==> src/rtl/ddep_pkg.sv <==
// Shared types and constants for the differential drive encoder PID block.
package ddep_pkg;

    localparam int GAIN_BITS      = 16;
    localparam int SUM_BITS       = 32;
    localparam int CFG_DUTY_BITS  = 10;
    localparam int TARGET_BITS    = 20;
    localparam int MODE_BITS      = 2;
    localparam int FRAC_BITS      = 8;
    localparam int CFG_DATA_BITS  = 20;
    localparam int CFG_INDEX_BITS = 3;

    localparam logic [CFG_INDEX_BITS-1:0] REG_KP_GAIN          = 3'd0;
    localparam logic [CFG_INDEX_BITS-1:0] REG_KD_GAIN          = 3'd1;
    localparam logic [CFG_INDEX_BITS-1:0] REG_KI_GAIN          = 3'd2;
    localparam logic [CFG_INDEX_BITS-1:0] REG_BASE_DUTY        = 3'd3;
    localparam logic [CFG_INDEX_BITS-1:0] REG_STOP_DUTY        = 3'd4;
    localparam logic [CFG_INDEX_BITS-1:0] REG_TARGET_COUNT     = 3'd5;
    localparam logic [CFG_INDEX_BITS-1:0] REG_DRIVE_MODE       = 3'd6;
    localparam logic [CFG_INDEX_BITS-1:0] REG_INTEGRATE_ENABLE = 3'd7;

    localparam logic [MODE_BITS-1:0] MODE_STRAIGHT = 2'd0;
    localparam logic [MODE_BITS-1:0] MODE_RIGHT    = 2'd1;
    localparam logic [MODE_BITS-1:0] MODE_LEFT     = 2'd2;

    localparam logic OP_SAMPLE = 1'b0;
    localparam logic OP_START  = 1'b1;

    localparam logic [GAIN_BITS-1:0]     RST_KP_GAIN          = 16'd2560;
    localparam logic [GAIN_BITS-1:0]     RST_KD_GAIN          = 16'd0;
    localparam logic [GAIN_BITS-1:0]     RST_KI_GAIN          = 16'd0;
    localparam logic [CFG_DUTY_BITS-1:0] RST_BASE_DUTY        = 10'd512;
    localparam logic [CFG_DUTY_BITS-1:0] RST_STOP_DUTY        = 10'd1023;
    localparam logic [TARGET_BITS-1:0]   RST_TARGET_COUNT     = 20'd0;
    localparam logic [MODE_BITS-1:0]     RST_DRIVE_MODE       = MODE_STRAIGHT;
    localparam logic                     RST_INTEGRATE_ENABLE = 1'b1;

    typedef struct packed {
        logic [GAIN_BITS-1:0]     kp_gain;
        logic [GAIN_BITS-1:0]     kd_gain;
        logic [GAIN_BITS-1:0]     ki_gain;
        logic [CFG_DUTY_BITS-1:0] base_duty;
        logic [CFG_DUTY_BITS-1:0] stop_duty;
        logic [TARGET_BITS-1:0]   target_count;
        logic [MODE_BITS-1:0]     drive_mode;
        logic                     integrate_enable;
    } cfg_t;

    typedef struct packed {
        logic stopped;
        logic finished;
    } pid_status_t;

endpackage

==> src/rtl/ddep_cfg_regs.sv <==
// Configuration register file written through a plain write port.
module ddep_cfg_regs
    import ddep_pkg::*;
(
    input  logic                      clk,
    input  logic                      rst_n,
    input  logic                      cfg_we,
    input  logic [CFG_INDEX_BITS-1:0] cfg_index,
    input  logic [CFG_DATA_BITS-1:0]  cfg_data,
    output cfg_t                      cfg
);

    cfg_t cfg_reg;

    always_ff @(posedge clk or negedge rst_n)
    begin
        if (!rst_n)
        begin
            cfg_reg.kp_gain          <= RST_KP_GAIN;
            cfg_reg.kd_gain          <= RST_KD_GAIN;
            cfg_reg.ki_gain          <= RST_KI_GAIN;
            cfg_reg.base_duty        <= RST_BASE_DUTY;
            cfg_reg.stop_duty        <= RST_STOP_DUTY;
            cfg_reg.target_count     <= RST_TARGET_COUNT;
            cfg_reg.drive_mode       <= RST_DRIVE_MODE;
            cfg_reg.integrate_enable <= RST_INTEGRATE_ENABLE;
        end
        else if (cfg_we)
        begin
            case (cfg_index)
                REG_KP_GAIN:          cfg_reg.kp_gain <= cfg_data[GAIN_BITS-1:0];
                REG_KD_GAIN:          cfg_reg.kd_gain <= cfg_data[GAIN_BITS-1:0];
                REG_KI_GAIN:          cfg_reg.ki_gain <= cfg_data[GAIN_BITS-1:0];
                REG_BASE_DUTY:        cfg_reg.base_duty <= cfg_data[CFG_DUTY_BITS-1:0];
                REG_STOP_DUTY:        cfg_reg.stop_duty <= cfg_data[CFG_DUTY_BITS-1:0];
                REG_TARGET_COUNT:     cfg_reg.target_count <= cfg_data[TARGET_BITS-1:0];
                REG_DRIVE_MODE:       cfg_reg.drive_mode <= cfg_data[MODE_BITS-1:0];
                REG_INTEGRATE_ENABLE: cfg_reg.integrate_enable <= cfg_data[0];
                default:              cfg_reg <= cfg_reg;
            endcase
        end
    end

    assign cfg = cfg_reg;

endmodule

==> config.mk <==
export PLATFORM = sky130hd
export DESIGN_NAME = ddep_cfg_regs
export DESIGN_NICKNAME = d
export VERILOG_FILES = /design/src/rtl/ddep_pkg.sv /design/src/rtl/ddep_cfg_regs.sv
export SDC_FILE = /design/constraint.sdc
export NUM_CORES = 1
export LEC_CHECK = 0
export ABC_AREA = 0
export BUFFER_PORTS_ARGS = -buffer_cell sky130_fd_sc_hd__buf_4
export CELL_PAD_IN_SITES_DETAIL_PLACEMENT = 1
export CELL_PAD_IN_SITES_GLOBAL_PLACEMENT = 2
export CORE_UTILIZATION = 37
export CTS_CLUSTER_SIZE = 40
export DETAILED_ROUTE_END_ITERATION = 6
export PLACE_DENSITY = 0.86
export SLEW_MARGIN = 20
export SYNTH_ARGS = -nofsm -noshare
export SYNTH_HDL_FRONTEND = slang
export SYNTH_SLANG_ARGS = --single-unit
==> constraint.sdc <==
create_clock -name clk -period 1.96 [get_ports clk]
set_input_delay 0.196 -clock clk [delete_from_list [all_inputs] [get_ports clk]]
set_output_delay 0.196 -clock clk [all_outputs]
set_load 0.02 [all_outputs]
---- Word-level counts from Yosys, hierarchy flattened ----
Cells that the tools add are included.
word-level totals
  register bits ........................... 91
  input port bits ......................... 26
  output and inout bits ................... 91
  word-level logic and storage cells ...... 24
operators by class
  equality and inequality tests ........... 7
  reduce and logical (&&, ||, !) cells .... 9
operators with widths
  cell                                           number
  AND reduction 2 bit                            8
  == test 3 bit, second input constant           4
  == test 3 x 2 -> 1 bit, second input constant  2
  == test 3 x 1 -> 1 bit, second input constant  1
  logical NOT 3 bit                              1

---- Longest topological paths before layout ----
  depth after elaboration ................. 2
  mapped depth ............................ 4
  gate-level depth less buffers ........... 2

---- Least setup slack after synthesis ----
No wires, ideal clock.
  path type ............................... input port to flip-flop
  start point ............................. input cfg_index[0]
  end point ............................... register cfg_reg (netlist bit cfg[81])
  setup time .............................. 0.125 ns
  arrival ................................. 1.156 ns
  path slack .............................. 0.679 ns
  stages on the path ...................... 3
  cells stage by stage .................... nor4b_4 > buf_6 > mux2_2
between the ends
  longest elaborated chain between the ends .. 2
ends and longest elaborated chain
  item                           line                 text
  start: declaration             ddep_cfg_regs.sv:8   input logic [CFG_INDEX_BITS-1:0] cfg_index,
  logical NOT 3 bit              ddep_cfg_regs.sv:30  case (cfg_index)
  AND reduction 2 bit (no line)  n/a
  end signal: assignment         ddep_cfg_regs.sv:39  default: cfg_reg <= cfg_reg;
  end: declaration               ddep_cfg_regs.sv:13  cfg_t cfg_reg;
No other way between the ends.
A chain may end at the register's enable or synchronous reset.

---- Final worst setup path ----
  start point ............................. register cfg_reg (netlist bit cfg[86])
  end point ............................... output cfg[86] (netlist name)
RTL lines
  item              line                 text
  end: declaration  ddep_cfg_regs.sv:10  output cfg_t cfg
No word-level cell between the ends.

==> metrics.txt <==
combinational family with the most area after synthesis multiplexers; RSZ-0062 raised after global routing no; drt pass-1 iters 2; final WL 8.07 mm; Reg clk slew, reported paths 0.10 ns; WS Path Type reg2out; remaining antenna violation count after routing 0; sequential fraction of the synthesis area 65.6%; final critical-path share of the clock period 62.9%; Psw 1840 uW; CORE AREA 9200 um2; total gr overflow 0; diode count 0; layout cells sized above 1 74.8%; worst-path cell chain buf_4; Rows 35; global-route wire length before repair 13.0 mm; Wirelength per Cell 18.3 um; Comb power frac 31.7%; Worst path depth 1; Num CTS Buffers 9; RD Place Congestion 0.689; Hold Path Depth 2; Clock Latency Late Sink 0.35 ns; Reg2Reg Depth 1; largest net degree at the start of global routing 46; cell class contributing the biggest share of worst-path delay flip-flops; CP bufs+invs 1; synthesis-stage register bit count 91; Worst Clk Skew 0 ns; Root Buffer clkbuf_8; max reg flops 91; complex-gate fraction of the synthesized area 0%; post-synthesis instance total 199; H-tree Lvls 3; number of port buffers 116; Max Root-Sink Buffers 2; synth cell count leaders mux2_2 (91), dfrtp_1 (77), dfstp_2 (14); die height 99.2 um; xor/xnor share of the synthesized area 0%; synthesis-to-finish area growth 33.7%; layout filler cell count 940; Final Slew Violations 0; hold path start cfg_data[16]; TritonCTS Sinks 91; hpwl dp 5.64 mm; Post-CTS Setup Inserts 0; Setup WS post-layout 0.728 ns; Syn Nets 225; GRT Total Usage 17.3%; Ports 117; Yosys warning count 0; share of Yosys cell area claimed by the top area cell type 55.1%; min cycle time layout 1.23 ns; Adder-Cell Fraction of Synth Area 0%; FF-to-FF End cfg[12]; Post-synth EDFFs 0; asr flop ratio synth 100%; initial antenna violation count 0; setup slack at placement 0.385 ns; simple-gate share of the synthesized area 2.68%; fin nets 350; top-count cell post-synth mux2_2; CTS tree done; CP Capture Type primary output; 1st-iter DRT viols 51; Flop pwr share 46.2%; Required @ worst endpoint 1.76 ns; critical path's slowest cell dfstp_2; mux contribution to synthesized area 29.3%; power per standard cell area 1190 nW/um2; CP startpoint kind flop; critical path's largest stage delay 0.55 ns; final setup vio count 0; f_max 811 MHz; status finished, final reports clean; library cells used by synthesis 10; DRC 0; final hold vios 0; worst vdd ir 521 uV; flop-to-flop setup slack 1.17 ns; Hold Crit Class in2reg; Relative slew margins 62.8%; leakage 0.00216 uW; r2r startpoint cfg[12]; internal power 3720 uW; area leader, netlist dfrtp_1; CP max FO 2; Vias 2176; chip width 99.2 um; critical path data arrival time 1.04 ns; largest cells by area after synthesis dfrtp_1 (55%), mux2_2 (29%), dfstp_2 (11%); Initial Utilization 38.0%; Top FF cell, synth dfrtp_1; sink of the worst hold path cfg[19]; vias per cell 4.95; Slew @ Worst Pin 0.558 ns; TNS Setup 0 ns; vias in the first global route 2334; Clock power frac 22.1%; Mean Syn Cell Area 17.6 um2; Synth Cell Area 3500 um2; sw frac 33.0%; die area 9840 um2; max cap viols 0
==> power groups by stage <==
stage	clock [uW]	combinational, uW	sequential, uW
2_1_floorplan	0	397	3090
3_3_place_gp	0	1750	2590
3_5_place_dp	0	1790	2610
4_1_cts	1250	1790	2570
5_1_grt	1330	1860	2630
6_report	1230	1760	2570
==> layout by cell type, fill, tap and decap left out, drive strengths merged <==
master,synthesis,layout
clkinvlp,0,1
and4bb,3,3
buf,9,122
mux2,91,91
nand4b,3,3
nand4,1,1
inv,0,3
nor4b,1,1
dfrtp,77,77
dfstp,14,14
clkinv,0,1
clkbuf,0,11
dlygate4sd3,0,1
==> what timing repair did <==
item | in CTS | in global routing
hold buffers | 1 | 0
resized for setup | 0 | 0
hold endpoints to repair | 36 | 0
==> stage by stage <==
| step | util (%) | cell area (um2) | total power, uW | std cells | hold WS (ns) |
|---|---|---|---|---|---|
| final | 50.9 | 4680 | 5550 | 440 | 0.0703 |
| after global routing | 50.9 | 4680 | 5820 | 440 | 0.0532 |
| after CTS | 50.9 | 4680 | 5610 | 440 | 0.0566 |
| after detailed placement | 48.7 | 4480 | 4390 | 423 | 0.0708 |
| after global placement | 48.7 | 4480 | 4340 | 423 | 0.0705 |
| after floorplan | - | 3500 | 3490 | 199 | -0.0996 |
==> layer usage <==
layer | wire length, um | global-route usage, % | vias to the layer above | share of wire, %
met4 | 100 | 5.77 | 0 | 1.2
met3 | 452 | 4.64 | 9 | 5.6
met1 | 3410 | 21.2 | 1144 | 42
met5 | 0 | 0 | - | 0
met2 | 4100 | 29.6 | 66 | 51
li1 | - | - | 957 | -
==> area by class of cell <==
class / count / area (um2) / area share, %
Sequential cell: 91 / 2290 / 49.1
Clock buffer: 11 / 141 / 3.02
Timing Repair Buffer: 123 / 938 / 20.1
Multi-Input combinational cell: 99 / 1120 / 23.9
Tap cell: 111 / 139 / 2.97
Clock inverter: 5 / 45.0 / 0.963
==> worst max-delay path by stage <==
stage	startpoint	to	slack (ns)
floorplan	cfg_index[0]	cfg[81]	0.68
global placement	cfg_index[2]	cfg[51]	0.44
detailed placement	cfg_index[2]	cfg[54]	0.38
CTS	cfg[86]	cfg[86]	0.71
global route	cfg[25]	cfg[25]	0.67
finish	cfg[86]	cfg[86]	0.73
==> cell families after synthesis <==
family,Yosys count
AND/OR/NAND/NOR,8
flip-flops,91
multiplexers,91
buffers and inverters,9
(Power assumes the default switching activity.)
